`config.mk`:
```
export PLATFORM = sky130hd
export DESIGN_NAME = date_time_to_epoch_seconds_top
export DESIGN_NICKNAME = d
export VERILOG_FILES = /design/src/hw/rtl/dtes_pkg.sv /design/src/hw/rtl/dtes_normalize.sv /design/src/hw/rtl/dtes_day_count.sv /design/src/hw/rtl/dtes_scale.sv /design/src/hw/rtl/date_time_to_epoch_seconds_top.sv
export SDC_FILE = /design/constraint.sdc
export NUM_CORES = 1
export LEC_CHECK = 0
export ABC_AREA = 0
export BUFFER_PORTS_ARGS = -buffer_cell sky130_fd_sc_hd__buf_2
export CORE_MARGIN = 2
export CORE_UTILIZATION = 56
export DETAILED_ROUTE_END_ITERATION = 12
export PLACE_DENSITY = 0.77
export SLEW_MARGIN = 40
export SYNTH_ARGS = -nofsm -noshare
export SYNTH_HDL_FRONTEND = slang
export SYNTH_SLANG_ARGS = --single-unit
```
`constraint.sdc`:
```
create_clock -name clk -period 4.85 [get_ports clk]
set_input_delay 0.7275 -clock clk [delete_from_list [all_inputs] [get_ports clk]]
set_output_delay 0.7275 -clock clk [all_outputs]
set_load 0.05 [all_outputs]
```
`src/hw/rtl/dtes_pkg.sv`:
```
package dtes_pkg;

    // Field widths.
    localparam int YEAR_W   = 7;
    localparam int MONTH_W  = 4;
    localparam int DAY_W    = 5;
    localparam int HOUR_W   = 5;
    localparam int MINUTE_W = 6;
    localparam int SECOND_W = 6;
    localparam int EPOCH_W  = 32;

    // Year offset from 1969 (0 to 101), month index (0 is January),
    // signed day count since the epoch, seconds into the day.
    localparam int YOFS_W = 7;
    localparam int MIDX_W = 4;
    localparam int DAYS_W = 17;
    localparam int TOD_W  = 17;
    localparam int DBM_W  = 9;

    localparam int unsigned YEAR_PIVOT      = 70;
    localparam int unsigned CENTURY         = 100;
    localparam int unsigned PIVOT_OFS       = 69;     // 1969 - 1900
    localparam int unsigned MONTHS_PER_YEAR = 12;
    localparam int unsigned MONTH_FEB       = 1;
    localparam int unsigned DAYS_PER_YEAR   = 365;
    localparam int unsigned EPOCH_DAY_BIAS  = 366;    // one year from 1969 plus day one
    localparam int unsigned SECS_PER_DAY    = 86400;
    localparam int unsigned SECS_PER_HOUR   = 3600;
    localparam int unsigned SECS_PER_MIN    = 60;

    typedef struct packed {
        logic [YOFS_W-1:0]   year_ofs;
        logic [MIDX_W-1:0]   month_idx;
        logic [DAY_W-1:0]    day;
        logic [HOUR_W-1:0]   hour;
        logic [MINUTE_W-1:0] minute;
        logic [SECOND_W-1:0] second;
    } norm_t;

    typedef struct packed {
        logic signed [DAYS_W-1:0] days;
        logic [TOD_W-1:0]         tod;
    } count_t;

    // Days in the months before the given month of a common year.
    function automatic logic [DBM_W-1:0] days_before_month(input logic [MIDX_W-1:0] idx);
        logic [DBM_W-1:0] d;
        case (idx)
            4'd0:    d = 9'd0;
            4'd1:    d = 9'd31;
            4'd2:    d = 9'd59;
            4'd3:    d = 9'd90;
            4'd4:    d = 9'd120;
            4'd5:    d = 9'd151;
            4'd6:    d = 9'd181;
            4'd7:    d = 9'd212;
            4'd8:    d = 9'd243;
            4'd9:    d = 9'd273;
            4'd10:   d = 9'd304;
            4'd11:   d = 9'd334;
            default: d = 9'd0;
        endcase
        return d;
    endfunction

endpackage

```
`src/hw/rtl/dtes_normalize.sv`:
```
module dtes_normalize (
    input  logic                           clk,
    input  logic                           rst_n,
    input  logic                           in_valid,
    input  logic [dtes_pkg::YEAR_W-1:0]    two_digit_year,
    input  logic [dtes_pkg::MONTH_W-1:0]   month_number,
    input  logic [dtes_pkg::DAY_W-1:0]     day_of_month,
    input  logic [dtes_pkg::HOUR_W-1:0]    hour_value,
    input  logic [dtes_pkg::MINUTE_W-1:0]  minute_value,
    input  logic [dtes_pkg::SECOND_W-1:0]  second_value,
    output logic                           out_valid,
    output dtes_pkg::norm_t                out_word
);
    import dtes_pkg::*;

    logic [YOFS_W:0] ofs_base;
    norm_t           norm_next;
    norm_t           norm_reg;
    logic            valid_reg;

    always_comb
    begin
        // Offset of the year from 1969, before the month wraps it.
        if (two_digit_year < YEAR_W'(YEAR_PIVOT))
        begin
            ofs_base = (YOFS_W+1)'(two_digit_year) + (YOFS_W+1)'(CENTURY - PIVOT_OFS);
        end
        else
        begin
            ofs_base = (YOFS_W+1)'(two_digit_year) - (YOFS_W+1)'(PIVOT_OFS);
        end

        norm_next.day    = day_of_month;
        norm_next.hour   = hour_value;
        norm_next.minute = minute_value;
        norm_next.second = second_value;

        if (month_number == '0)
        begin
            norm_next.year_ofs  = YOFS_W'(ofs_base - 1'b1);
            norm_next.month_idx = MIDX_W'(MONTHS_PER_YEAR - 1);
        end
        else if (month_number > MONTH_W'(MONTHS_PER_YEAR))
        begin
            norm_next.year_ofs  = YOFS_W'(ofs_base + 1'b1);
            norm_next.month_idx = month_number - MIDX_W'(MONTHS_PER_YEAR + 1);
        end
        else
        begin
            norm_next.year_ofs  = YOFS_W'(ofs_base);
            norm_next.month_idx = month_number - 1'b1;
        end
    end

    always_ff @(posedge clk or negedge rst_n)
    begin
        if (!rst_n)
        begin
            valid_reg <= 1'b0;
        end
        else
        begin
            valid_reg <= in_valid;
        end
    end

    always_ff @(posedge clk)
    begin
        norm_reg <= norm_next;
    end

    assign out_valid = valid_reg;
    assign out_word  = norm_reg;

endmodule

```
`src/hw/rtl/dtes_day_count.sv`:
```
module dtes_day_count (
    input  logic             clk,
    input  logic             rst_n,
    input  logic             in_valid,
    input  dtes_pkg::norm_t  in_word,
    output logic             out_valid,
    output dtes_pkg::count_t out_word
);
    import dtes_pkg::*;

    logic              leap;
    logic [DAYS_W-1:0] day_sum;
    count_t            count_next;
    count_t            count_reg;
    logic              valid_reg;

    always_comb
    begin
        // Between 1969 and 2070 every fourth year is a leap year; 2000 is one.
        // Year offset 3 is 1972, so leap years have both low bits set.
        leap = (in_word.year_ofs[1:0] == 2'b11);

        // Leap days before the year are offset / 4, counted from 1969.
        day_sum = DAYS_W'(in_word.year_ofs) * DAYS_W'(DAYS_PER_YEAR)
                + DAYS_W'(in_word.year_ofs >> 2)
                + DAYS_W'(days_before_month(in_word.month_idx))
                + DAYS_W'(leap && (in_word.month_idx > MIDX_W'(MONTH_FEB)))
                + DAYS_W'(in_word.day);

        count_next.days = signed'(day_sum - DAYS_W'(EPOCH_DAY_BIAS));
        count_next.tod  = TOD_W'(in_word.hour) * TOD_W'(SECS_PER_HOUR)
                        + TOD_W'(in_word.minute) * TOD_W'(SECS_PER_MIN)
                        + TOD_W'(in_word.second);
    end

    always_ff @(posedge clk or negedge rst_n)
    begin
        if (!rst_n)
        begin
            valid_reg <= 1'b0;
        end
        else
        begin
            valid_reg <= in_valid;
        end
    end

    always_ff @(posedge clk)
    begin
        count_reg <= count_next;
    end

    assign out_valid = valid_reg;
    assign out_word  = count_reg;

endmodule

```
`src/hw/rtl/dtes_scale.sv`:
```
module dtes_scale (
    input  logic                         clk,
    input  logic                         rst_n,
    input  logic                         in_valid,
    input  dtes_pkg::count_t             in_word,
    output logic                         done,
    output logic [dtes_pkg::EPOCH_W-1:0] epoch_seconds
);
    import dtes_pkg::*;

    logic [EPOCH_W-1:0] days_ext;
    logic [EPOCH_W-1:0] prod_next;
    logic [EPOCH_W-1:0] prod_reg;
    logic [TOD_W-1:0]   tod_reg;
    logic               prod_valid_reg;
    logic [EPOCH_W-1:0] epoch_next;
    logic [EPOCH_W-1:0] epoch_reg;
    logic               done_reg;

    // A negative day count wraps modulo 2^32 through the sign extension.
    assign days_ext   = {{(EPOCH_W-DAYS_W){in_word.days[DAYS_W-1]}}, in_word.days};
    assign prod_next  = days_ext * EPOCH_W'(SECS_PER_DAY);
    assign epoch_next = prod_reg + EPOCH_W'(tod_reg);

    always_ff @(posedge clk or negedge rst_n)
    begin
        if (!rst_n)
        begin
            prod_valid_reg <= 1'b0;
            done_reg       <= 1'b0;
        end
        else
        begin
            prod_valid_reg <= in_valid;
            done_reg       <= prod_valid_reg;
        end
    end

    always_ff @(posedge clk)
    begin
        prod_reg  <= prod_next;
        tod_reg   <= in_word.tod;
        epoch_reg <= epoch_next;
    end

    assign done          = done_reg;
    assign epoch_seconds = epoch_reg;

endmodule

```
`src/hw/rtl/date_time_to_epoch_seconds_top.sv`:
```
// Converts a two-digit year, month, day and time of day into seconds since
// 1970-01-01 00:00:00. A word is taken on every clock edge where start is high;
// busy is always low, so one conversion enters per cycle with no gaps. Each
// result appears on epoch_seconds for one cycle with done high, in the order the
// words were given. The four register stages are month and year normalization,
// the day count and time of day, the multiply by 86400, and the final add. The
// receiver cannot hold results off, and none is needed: every stage advances on
// every clock.
module date_time_to_epoch_seconds_top (
    input  logic                           clk,
    input  logic                           rst_n,
    input  logic                           start,
    output logic                           busy,
    input  logic [dtes_pkg::YEAR_W-1:0]    two_digit_year,
    input  logic [dtes_pkg::MONTH_W-1:0]   month_number,
    input  logic [dtes_pkg::DAY_W-1:0]     day_of_month,
    input  logic [dtes_pkg::HOUR_W-1:0]    hour_value,
    input  logic [dtes_pkg::MINUTE_W-1:0]  minute_value,
    input  logic [dtes_pkg::SECOND_W-1:0]  second_value,
    output logic                           done,
    output logic [dtes_pkg::EPOCH_W-1:0]   epoch_seconds
);
    import dtes_pkg::*;

    logic   in_valid;
    logic   norm_valid;
    norm_t  norm_word;
    logic   count_valid;
    count_t count_word;

    assign busy     = 1'b0;
    assign in_valid = start && !busy;

    dtes_normalize u_normalize (
        .clk            (clk),
        .rst_n          (rst_n),
        .in_valid       (in_valid),
        .two_digit_year (two_digit_year),
        .month_number   (month_number),
        .day_of_month   (day_of_month),
        .hour_value     (hour_value),
        .minute_value   (minute_value),
        .second_value   (second_value),
        .out_valid      (norm_valid),
        .out_word       (norm_word)
    );

    dtes_day_count u_day_count (
        .clk       (clk),
        .rst_n     (rst_n),
        .in_valid  (norm_valid),
        .in_word   (norm_word),
        .out_valid (count_valid),
        .out_word  (count_word)
    );

    dtes_scale u_scale (
        .clk           (clk),
        .rst_n         (rst_n),
        .in_valid      (count_valid),
        .in_word       (count_word),
        .done          (done),
        .epoch_seconds (epoch_seconds)
    );

    a_start_gives_done: assert property (@(posedge clk) disable iff (!rst_n)
        (start && !busy) |-> ##4 done)
        else $error("accepted word produced no result four cycles later");

    a_done_has_start: assert property (@(posedge clk) disable iff (!rst_n)
        done |-> $past(start && !busy, 4))
        else $error("result strobe without an accepted word");

    a_epoch_zero: assert property (@(posedge clk) disable iff (!rst_n)
        (start && !busy && two_digit_year == YEAR_W'(YEAR_PIVOT)
            && month_number == 4'd1 && day_of_month == 5'd1
            && hour_value == '0 && minute_value == '0 && second_value == '0)
        |-> ##4 (epoch_seconds == '0))
        else $error("start of 1970 did not convert to zero");

endmodule
```
---- Yosys cells after proc, flatten, opt, wreduce, memory -nomap -nowiden ----
Memories as Yosys holds them, arrays and structs flattened. A register that Yosys moved wholly into a read port is not among the register bits.
Index checks and enable logic that the tools add are counted.
word-level totals
  bits in read-only memories .............. 144
  output and inout bits ................... 34
  RAM bits ................................ 0
  word-level logic and storage cells ...... 44
  bits in registers ....................... 145
  bits of input ports ..................... 36
  memories ................................ 1
  bits in latches ......................... 0
cells by class
  bitwise operators ....................... 0
  eq/ne operators ......................... 1
  reductions and logical operators ........ 2
  multipliers ............................. 4
  muxes and demuxes ....................... 4
  div/mod/pow operators ................... 0
  $lt $le $gt $ge ......................... 3
  shift operators ......................... 0
  $add $sub $neg .......................... 14
memories
  memory           words  width  rd ports  clocked after Yosys merged registers in  write ports  RTL line        text
  (no name shown)  16     9      1         1                                        0            dtes_pkg.sv:48  case (idx)
operators with widths
  operator                                                        count
  adder 32 x 17 -> 32 bit                                         1
  multiplier 32 x 10 -> 25 bit (second input constant)            1
  2-to-1 mux 11 bit                                               2
  adder 16 x 5 -> 17 bit                                          1
  adder 17 x 1 -> 17 bit                                          1
  adder 17 x 12 -> 17 bit                                         1
  adder 17 x 5 -> 17 bit                                          1
  adder 17 x 6 -> 17 bit                                          1
  adder 17 x 9 -> 17 bit                                          1
  subtractor 17 x 9 -> 17 bit (second input constant)             1
  multiplier 7 x 9 -> 16 bit (second input constant)              1
  multiplier 5 x 8 -> 13 bit (second input constant)              1
  multiplier 6 x 4 -> 10 bit (second input constant)              1
  adder 7 x 1 -> 7 bit (second input constant)                    1
  adder 7 x 5 -> 7 bit (second input constant)                    1
  less-than comparator 7 bit (second input constant)              1
  2-to-1 mux 7 bit                                                1
  subtractor 7 x 1 -> 7 bit (second input constant)               1
  subtractor 7 bit (second input constant)                        1
  greater-than comparator 4 x 1 -> 1 bit (second input constant)  1
  greater-than comparator 4 bit (second input constant)           1
  logical NOT 4 bit                                               1
  2-to-1 mux 4 bit                                                1
  subtractor 4 x 1 -> 4 bit (second input constant)               1
  3 further kinds                                                 3

---- Depth between registers and ports, before layout ----
Gate-level depths: netlist (run 1).
  word-level depth ........................ 6
  mapped depth ............................ 19
  depth with buffers taken out ............ 19

---- Hierarchy ----
From an unflattened synthesis (run 1), not the netlist that was laid out.
second synthesis, totals
  cell total of the unflattened synthesis .. 1159
  area total of the unflattened synthesis .. 11486.0 sq um
by module, submodules not included
  module                          instances  sequential area each (sq um)  cells each  area an instance (sq um)
  dtes_scale                      1          1531.5                        565         5550.3
  dtes_day_count                  1          705.7                         479         4683.2
  dtes_normalize                  1          685.7                         113         1241.2
  date_time_to_epoch_seconds_top  1          0.0                           2           11.3

---- Least setup slack after synthesis (run 1) ----
Ideal clock, no wire load.
  path kind ............................... register -> register
  start point ............................. register u_normalize.norm_reg (netlist bit u_normalize.out_word[30])
  end point ............................... register u_day_count.count_reg (netlist bit u_day_count.out_word[32])
  cell stages (with the launch flop) ...... 18
  data arrival time ....................... 4.525 ns
  setup time .............................. 0.072 ns
  clock period less this slack ............ 4.597 ns
  slack ................................... 0.253 ns
  buffers on the path ..................... 0
  required time ........................... 4.778 ns
  cells stage by stage .................... dfxtp_1 ha_1 inv_1 fa_1 inv_1 fa_1 fa_1 inv_1 fa_1 inv_1 ha_1 a21oi_2 nor2b_1 a311o_1 a311o_1 a31o_1 a21oi_2 xnor2_1
RTL lines
  item                      RTL line              text
  start: declaration        dtes_normalize.sv:18  norm_t norm_reg;
  start signal: assignment  dtes_normalize.sv:69  norm_reg <= norm_next;
  end signal: assignment    dtes_day_count.sv:50  count_reg <= count_next;
  end: declaration          dtes_day_count.sv:14  count_t count_reg;

==> parameters.txt, run 1 <==
Parameter                              Value

Synthesis
  Synth async-reset ratio    2.61%
  Largest cells by area after synthesis    sky130_fd_sc_hd__dfxtp_1, sky130_fd_sc_hd__ha_1, sky130_fd_sc_hd__fa_1, sky130_fd_sc_hd__inv_1, sky130_fd_sc_hd__xnor2_1
  Adder and majority cell fraction of the synthesized area    39.0%
  Simple-gate share of the synthesized area    6.92%
  Main combinational cell family by area after synthesis    adder cells
  Post-synth EDFFs    0
  Post-synthesis instance area    0.0112 sq mm
  Mean instance size in the synthesized netlist    10.1 sq um
  Mux cell area share after synthesis    0.190%
  XOR/XNOR share of the synthesized area    7.90%
  Seq cells post-synth    153
  Compound-Gate Fraction of Synth Area    10.8%
  Top cells by instance count after synthesis    sky130_fd_sc_hd__inv_1, sky130_fd_sc_hd__ha_1, sky130_fd_sc_hd__dfxtp_1
  Primary flip-flop cell chosen by synthesis mapping    sky130_fd_sc_hd__dfxtp_1
  Most common cell in the synthesized netlist    sky130_fd_sc_hd__inv_1
  Yosys warns    0
  Share of synthesized area occupied by flip-flops and latches    27.5%
  Number of distinct library cells after synthesis    61
  Top-area cell type share of the netlist area    26.6%
  Post-Synthesis Net Count    1,436
  Post-Synthesis Cells    1,108
  Top cell type by total area after synthesis    sky130_fd_sc_hd__dfxtp_1

Detailed routing
  DRC violation count after routing    0
  Routed length per placed instance    12.4 microns
  Residual antenna-violating net count after detailed routing    0
  First-pass detailed-route iteration total    4
  Total vias in the final route    7,325
  Vias per inst    4.97
  Drt total wl    18.2 mm
  Number of DRC markers after the initial detailed-route iteration    271

Clock network
  CTS Hold Buffers Added    0
  Number of buffers created by CTS    17
  Clock sinks    153
  CTS tree    built
  Worst-Skew Late Latency    0.42 ns
  Maximum clock insertion buffer count    2
  Clock slew at reported path FFs    0.06 ns
  CTS HTree Levels    4
  Clk root buf    sky130_fd_sc_hd__clkbuf_16

Worst setup path
  CP Data Required Time    5.20 ns
  FF-to-FF End    u_day_count.out_word[32]$_DFF_P_
  Category of the worst setup path launch point    register
  Worst Path Class, Setup    register to register
  Register-to-register setup slack    0.22 ns
  Data arrival at the endpoint of the critical path    4.98 ns
  Path depth of the worst reg2reg path    17
  Launching point of the worst reg2reg path    u_normalize.out_word[26]$_DFF_P_
  Peak fanout along the critical path    6
  Endpoint class of the critical path    register

STA
  Setup repair after global routing missed its margin    false
  Max transition margin    60.9%
  Final Hold Vio Count    0
  Endpoints failing setup    0
  Worst setup skew after layout    0.00925 ns
  Final-layout setup total negative slack    0 ns
  Period Utilization, post-route    95.4%
  Number of slew-limit violations in the final report    0
  Time the worst path needs with I/O delays and setup    4.63 ns
  Maximum clock rate    216 MHz
  Worst-margin pin slew    0.587 ns

GRT
  Total global routing overflow    0
  GRT Util Overall    18.3%
  Number of antenna violations at the first check in global routing    0
  Pin count of the biggest net entering global routing    17
  Wire length of the first global-routing pass    32.6 mm
  Number of global-route vias before repair    7,497

Floorplan
  Area inside the core boundary    0.0195 sq mm
  Std-Cell Rows    51
  Width of the die    145 microns
  I/O pin count    70
  Die area    0.0211 sq mm
  Starting density of the core    57.3%
  Chip height    145 microns

Run
  Max-cap viol count    0

Finish
  Inserted Diodes    0
  Final #Nets    1,525
  Growth of design area from synthesis to finish    12.3%
  Max reg flops    34
  Share of final-layout standard cells stronger than drive strength 1    10.4%

Placed design
  DPL Wire Length    14.6 mm
  Port Buffers    68
  Final estimated routing congestion in global placement    0.861

Status
  Status    finished clean

Worst hold path
  Hold Path Class    primary input to asynchronous set/reset pin
## critical path, cell delays in order (launching register included)
cell and delay [ns]:
sky130_fd_sc_hd__dfxtp_4 0.37, sky130_fd_sc_hd__ha_1 0.30, sky130_fd_sc_hd__inv_1 0.06, sky130_fd_sc_hd__fa_1 0.51, sky130_fd_sc_hd__inv_1 0.05, sky130_fd_sc_hd__fa_1 0.46, sky130_fd_sc_hd__fa_1 0.54, sky130_fd_sc_hd__inv_1 0.05
sky130_fd_sc_hd__fa_1 0.52, sky130_fd_sc_hd__inv_1 0.06, sky130_fd_sc_hd__ha_4 0.26, sky130_fd_sc_hd__a21oi_2 0.13, sky130_fd_sc_hd__nor2b_1 0.05, sky130_fd_sc_hd__a311o_1 0.35, sky130_fd_sc_hd__a311o_1 0.35, sky130_fd_sc_hd__a31o_1 0.23
sky130_fd_sc_hd__a21oi_2 0.14, sky130_fd_sc_hd__xnor2_1 0.12
## final cells by class
cell class,instances,area [sq um]
Clock buffer,20,457
Clock inverter,12,186
Fill cell,1546,6950
Inverter,217,815
Multi-Input combinational cell,731,7290
Sequential cell,153,3090
Tap cell,265,332
Timing Repair Buffer,77,405
## worst max path at each step
stage | slack, ns | to | start
2_1_floorplan | 0.25 | u_day_count.out_word[32]$_DFF_P_ | u_normalize.out_word[30]$_DFF_P_
3_3_place_gp | 0.15 | u_day_count.out_word[33]$_DFF_P_ | u_normalize.out_word[26]$_DFF_P_
3_5_place_dp | 0.05 | u_day_count.out_word[32]$_DFF_P_ | u_normalize.out_word[26]$_DFF_P_
4_1_cts | 0.007 | u_day_count.out_word[32]$_DFF_P_ | u_normalize.out_word[26]$_DFF_P_
5_1_grt | 0.006 | u_day_count.out_word[33]$_DFF_P_ | u_normalize.out_word[26]$_DFF_P_
6_report | 0.22 | u_day_count.out_word[32]$_DFF_P_ | u_normalize.out_word[26]$_DFF_P_
## stage by stage
step | hold WS [ns] | worst slack [ns] | std cells | util (%) | area, sq um
after floorplan | 0.310 | 0.253 | 1108 | - | 11200
after CTS | 0.0820 | 0.00661 | 1474 | 64.2 | 12500
final | 0.100 | 0.223 | 1475 | 64.4 | 12600
after global placement | 0.309 | 0.150 | 1442 | 60.9 | 11900
after global routing | 0.0801 | 0.00583 | 1475 | 64.4 | 12600
after detailed placement | 0.312 | 0.0497 | 1442 | 60.9 | 11900
## logic make-up after synthesis
group / count (synthesis)
buffers and inverters: 224
AO/OA/AOI/OAI: 182
adder cells (fa/ha/maj): 292
XOR/XNOR: 101
multiplexers: 2
AND/OR/NAND/NOR: 153
other: 1
flip-flops: 153
## metal layers
metal  global-route usage, %  up-vias  wire (microns)
met5                       0        -               0
met2                    31.9      108            8730
met3                    3.23       29             491
met1                    23.1     3380            8690
met4                    6.23        0             329
li1                        -     3808               -
## cell usage in the layout, fill, tap and decap left out, types with 10 or more instances in the layout
master,instances
sky130_fd_sc_hd__a21o_1,33
sky130_fd_sc_hd__a21oi_1,53
sky130_fd_sc_hd__inv_1,217
sky130_fd_sc_hd__nand3_1,10
sky130_fd_sc_hd__o21ai_0,30
sky130_fd_sc_hd__dfxtp_1,148
sky130_fd_sc_hd__buf_2,69
sky130_fd_sc_hd__xnor2_1,74
sky130_fd_sc_hd__fa_1,95
sky130_fd_sc_hd__o21a_1,11
sky130_fd_sc_hd__clkbuf_16,17
sky130_fd_sc_hd__nor2_1,36
sky130_fd_sc_hd__nand2b_1,10
sky130_fd_sc_hd__xor2_1,27
sky130_fd_sc_hd__nor3_1,12
sky130_fd_sc_hd__nand2_1,39
sky130_fd_sc_hd__ha_1,196
## repair_timing
action / 4_1_cts / 5_1_grt
endpoints found under the setup margin: 0 / 5
buffers inserted: 0 / 0
hold endpoints to repair: 0 / 0
resized for setup: 0 / 7
Power of run 1 is left out: the tool's default activity adds up to more than one toggle a clock period on the data nets, which glitch-free logic cannot reach.
==> run 2, diff against run 1 <==
--- a/config.mk
+++ b/config.mk
@@ -11,7 +11,8 @@
 export CORE_UTILIZATION = 56
 export DETAILED_ROUTE_END_ITERATION = 12
 export PLACE_DENSITY = 0.77
-export SLEW_MARGIN = 40
+export SLEW_MARGIN = 10
 export SYNTH_ARGS = -nofsm -noshare
 export SYNTH_HDL_FRONTEND = slang
+export SYNTH_HIERARCHICAL = 1
 export SYNTH_SLANG_ARGS = --single-unit
==> run 2 against run 1 <==
Register-to-register slack worse by 0.02 ns. Non-clock buffer count is 2 lower. Synthesized cell count is 4.6% higher. Synthesized area is 2.6% higher. Worst setup slack worse by 0.017 ns. Worst hold slack worse by 0.0088 ns. Routed wire length is 6.0% higher. Highest routed layer unchanged.
==> parameters.txt, run 2 <==
Parameter                              Value

Finish
  Fillers    1,622
  Final #Nets    1,566
  Most used cells in the layout excluding fill and tap cells    sky130_fd_sc_hd__inv_1, sky130_fd_sc_hd__ha_1, sky130_fd_sc_hd__dfxtp_1
  Most common cell after layout, fill and taps aside    sky130_fd_sc_hd__inv_1
  Area taken by flip-flops and latches    0.00293 sq mm
  Max reg flops    34
  Share of final-layout standard cells stronger than drive strength 1    11.5%
  Multi-input gate area    0.00771 sq mm
  Inserted Diodes    0
  Final cell utilization of the core    62.9%
  Growth of design area from synthesis to finish    10.4%

Worst setup path
  Most used cell along the critical path    sky130_fd_sc_hd__fa_1
  Path depth of the worst reg2reg path    18
  Worst Path Class, Setup    register to register
  Peak fanout along the critical path    6
  Endpoint class of the critical path    register
  Kind of cell adding the most delay to the critical path    adder cells
  Category of the worst setup path launch point    register
  Data arrival at the endpoint of the critical path    4.95 ns
  CP Data Required Time    5.16 ns
  Depth of the critical timing path with buffers and inverters included    18
  CP Buf/Inv Count    3
  Slowest Stage Delay on Critical Path    0.54 ns
  Worst-path cell chain    buf_4 > ha_1 > a21oi_1 > a21oi_1 > ha_1 > fa_1 > fa_1 > fa_1 > inv_1 > fa_1 > inv_1 > ha_1 > o211ai_1 > a21oi_2 > o2111ai_2 > a21boi_2 > nor3_1 > a311o_1
  Critical-path cell with the highest stage delay    sky130_fd_sc_hd__fa_1

Clock network
  Worst-Skew Late Latency    0.43 ns
  CTS HTree Levels    4
  Number of buffers created by CTS    17
  CTS tree    built
  Maximum clock insertion buffer count    2
  Clock slew at reported path FFs    0.06 ns
  Clk root buf    sky130_fd_sc_hd__clkbuf_16
  Clock sinks    145

Synthesis
  Primary flip-flop cell chosen by synthesis mapping    sky130_fd_sc_hd__dfxtp_1
  Post-synth EDFFs    0
  Post-Synthesis Cells    1,159
  Synth async-reset ratio    2.76%
  Yosys warns    6
  Share of synthesized area occupied by flip-flops and latches    25.4%
  Most common cell in the synthesized netlist    sky130_fd_sc_hd__inv_1
  Top cell type by total area after synthesis    sky130_fd_sc_hd__dfxtp_1
  Seq cells post-synth    145
  Top-area cell type share of the netlist area    24.6%
  Mean instance size in the synthesized netlist    9.91 sq um
  Largest cells by area after synthesis    sky130_fd_sc_hd__dfxtp_1, sky130_fd_sc_hd__ha_1, sky130_fd_sc_hd__fa_1, sky130_fd_sc_hd__inv_1, sky130_fd_sc_hd__xnor2_1
  Post-synthesis instance area    0.0115 sq mm
  Post-Synthesis Net Count    1,491
  Number of distinct library cells after synthesis    76
  Top cells by instance count after synthesis    sky130_fd_sc_hd__inv_1, sky130_fd_sc_hd__ha_1, sky130_fd_sc_hd__dfxtp_1

Detailed routing
  Vias per inst    5.13
  Total vias in the final route    7,786
  First-pass detailed-route iteration total    4
  Number of DRC markers after the initial detailed-route iteration    259
  Residual antenna-violating net count after detailed routing    0
  Drt total wl    19.3 mm
  DRC violation count after routing    0
  Routed length per placed instance    12.8 microns

STA
  Max transition margin    53.5%
  Time the worst path needs with I/O delays and setup    4.64 ns
  Endpoints failing setup    0
  Number of slew-limit violations in the final report    0
  Worst setup skew after layout    0.0172 ns
  Period Utilization, post-route    95.7%
  Maximum clock rate    215 MHz
  Final worst-path setup slack    0.206 ns
  Final-layout setup total negative slack    0 ns
  Worst-margin pin slew    0.690 ns
  Final Hold Vio Count    0

Floorplan
  Starting density of the core    56.9%
  Area inside the core boundary    0.0202 sq mm
  I/O pin count    70
  Die area    0.0217 sq mm
  Std-Cell Rows    52
  Chip height    147 microns
  Width of the die    147 microns

GRT
  Pin count of the biggest net entering global routing    17
  Number of global-route vias before repair    7,826
  Total global routing overflow    0
  GRT Util Overall    18.8%
  Number of antenna violations at the first check in global routing    0
  Wire length of the first global-routing pass    33.7 mm

Placed design
  Worst setup slack after placement    -0.00270 ns
  Port Buffers    68
  DPL Wire Length    15.7 mm
  Final estimated routing congestion in global placement    0.880

Status
  Status    finished clean

Run
  Max-cap viol count    0

Worst hold path
  Hold Path Class    primary input to asynchronous set/reset pin
==> run 2: cell types whose count changed in the layout (fill, tap and decap cells not counted), moves of 9 or more <==
cell / change
sky130_fd_sc_hd__nand3_1: +11
sky130_fd_sc_hd__a21o_1: -9
sky130_fd_sc_hd__inv_1: -15
sky130_fd_sc_hd__xnor2_1: -9
sky130_fd_sc_hd__dfxtp_1: -9
sky130_fd_sc_hd__o21ai_1: +9
sky130_fd_sc_hd__a21oi_1: +9
==> run 2: final timing paths <==
kind / from / to / slack [ns]
max reg2reg: u_normalize/out_word[23]$_SDFF_PP1_ / u_day_count/out_word[31]$_DFF_P_ / 0.21
min: rst_n / u_scale/done$_DFF_PN0_ / 0.09
min reg2reg: u_scale/tod_reg[6]$_DFF_P_ / u_scale/epoch_seconds[6]$_DFF_P_ / 0.33
min in group clk: u_scale/tod_reg[6]$_DFF_P_ / u_scale/epoch_seconds[6]$_DFF_P_ / 0.33
max: u_normalize/out_word[23]$_SDFF_PP1_ / u_day_count/out_word[31]$_DFF_P_ / 0.21
max in group asynchronous: rst_n / u_scale/prod_valid_reg$_DFF_PN0_ / 4.64
==> run 2: logic make-up after synthesis <==
kind of cell | share of synthesized area, %
adder cells (fa/ha/maj) | 38.3
buffers and inverters | 7.49
multiplexers | 0.545
AND/OR/NAND/NOR | 8.09
AO/OA/AOI/OAI | 12.7
XOR/XNOR | 7.32
other | 0.0326
flip-flops | 25.4
==> run 2: through the flow <==
stage / instance area, sq um / hold WS, ns / std cells
floorplan: 11500 / 0.310 / 1159
global placement: 12100 / 0.311 / 1484
detailed placement: 12100 / 0.312 / 1484
CTS: 12700 / 0.0751 / 1517
global route: 12700 / 0.0824 / 1517
finish: 12700 / 0.0913 / 1517
==> run 2: cell type report <==
type	count	area share, %
Inverter	205	6.07
Multi-Input combinational cell	790	60.8
Timing Repair Buffer	75	3.10
Clock buffer	21	3.64
Tap cell	270	2.66
Clock inverter	11	0.641
Sequential cell	145	23.1
==> run 2: timing repair <==
action | in CTS | in global routing
gates resized for setup | 0 | 10
pin swaps | 1 | 8
setup buffers | 1 | 0
endpoints found under the hold margin | 0 | 0
hold buffers | 0 | 0
setup endpoints to repair | 1 | 5
==> run 2: routing by layer <==
layer	track usage (%)	up-vias	routed length, microns	part of all wire [%]
li1	-	4032	-	-
met1	23.4	3622	8950	46
met2	33.1	113	9630	50
met3	3.54	19	503	2.6
met4	5.77	0	257	1.3
met5	0	-	0	0
Power of run 2 is left out for the same reason.
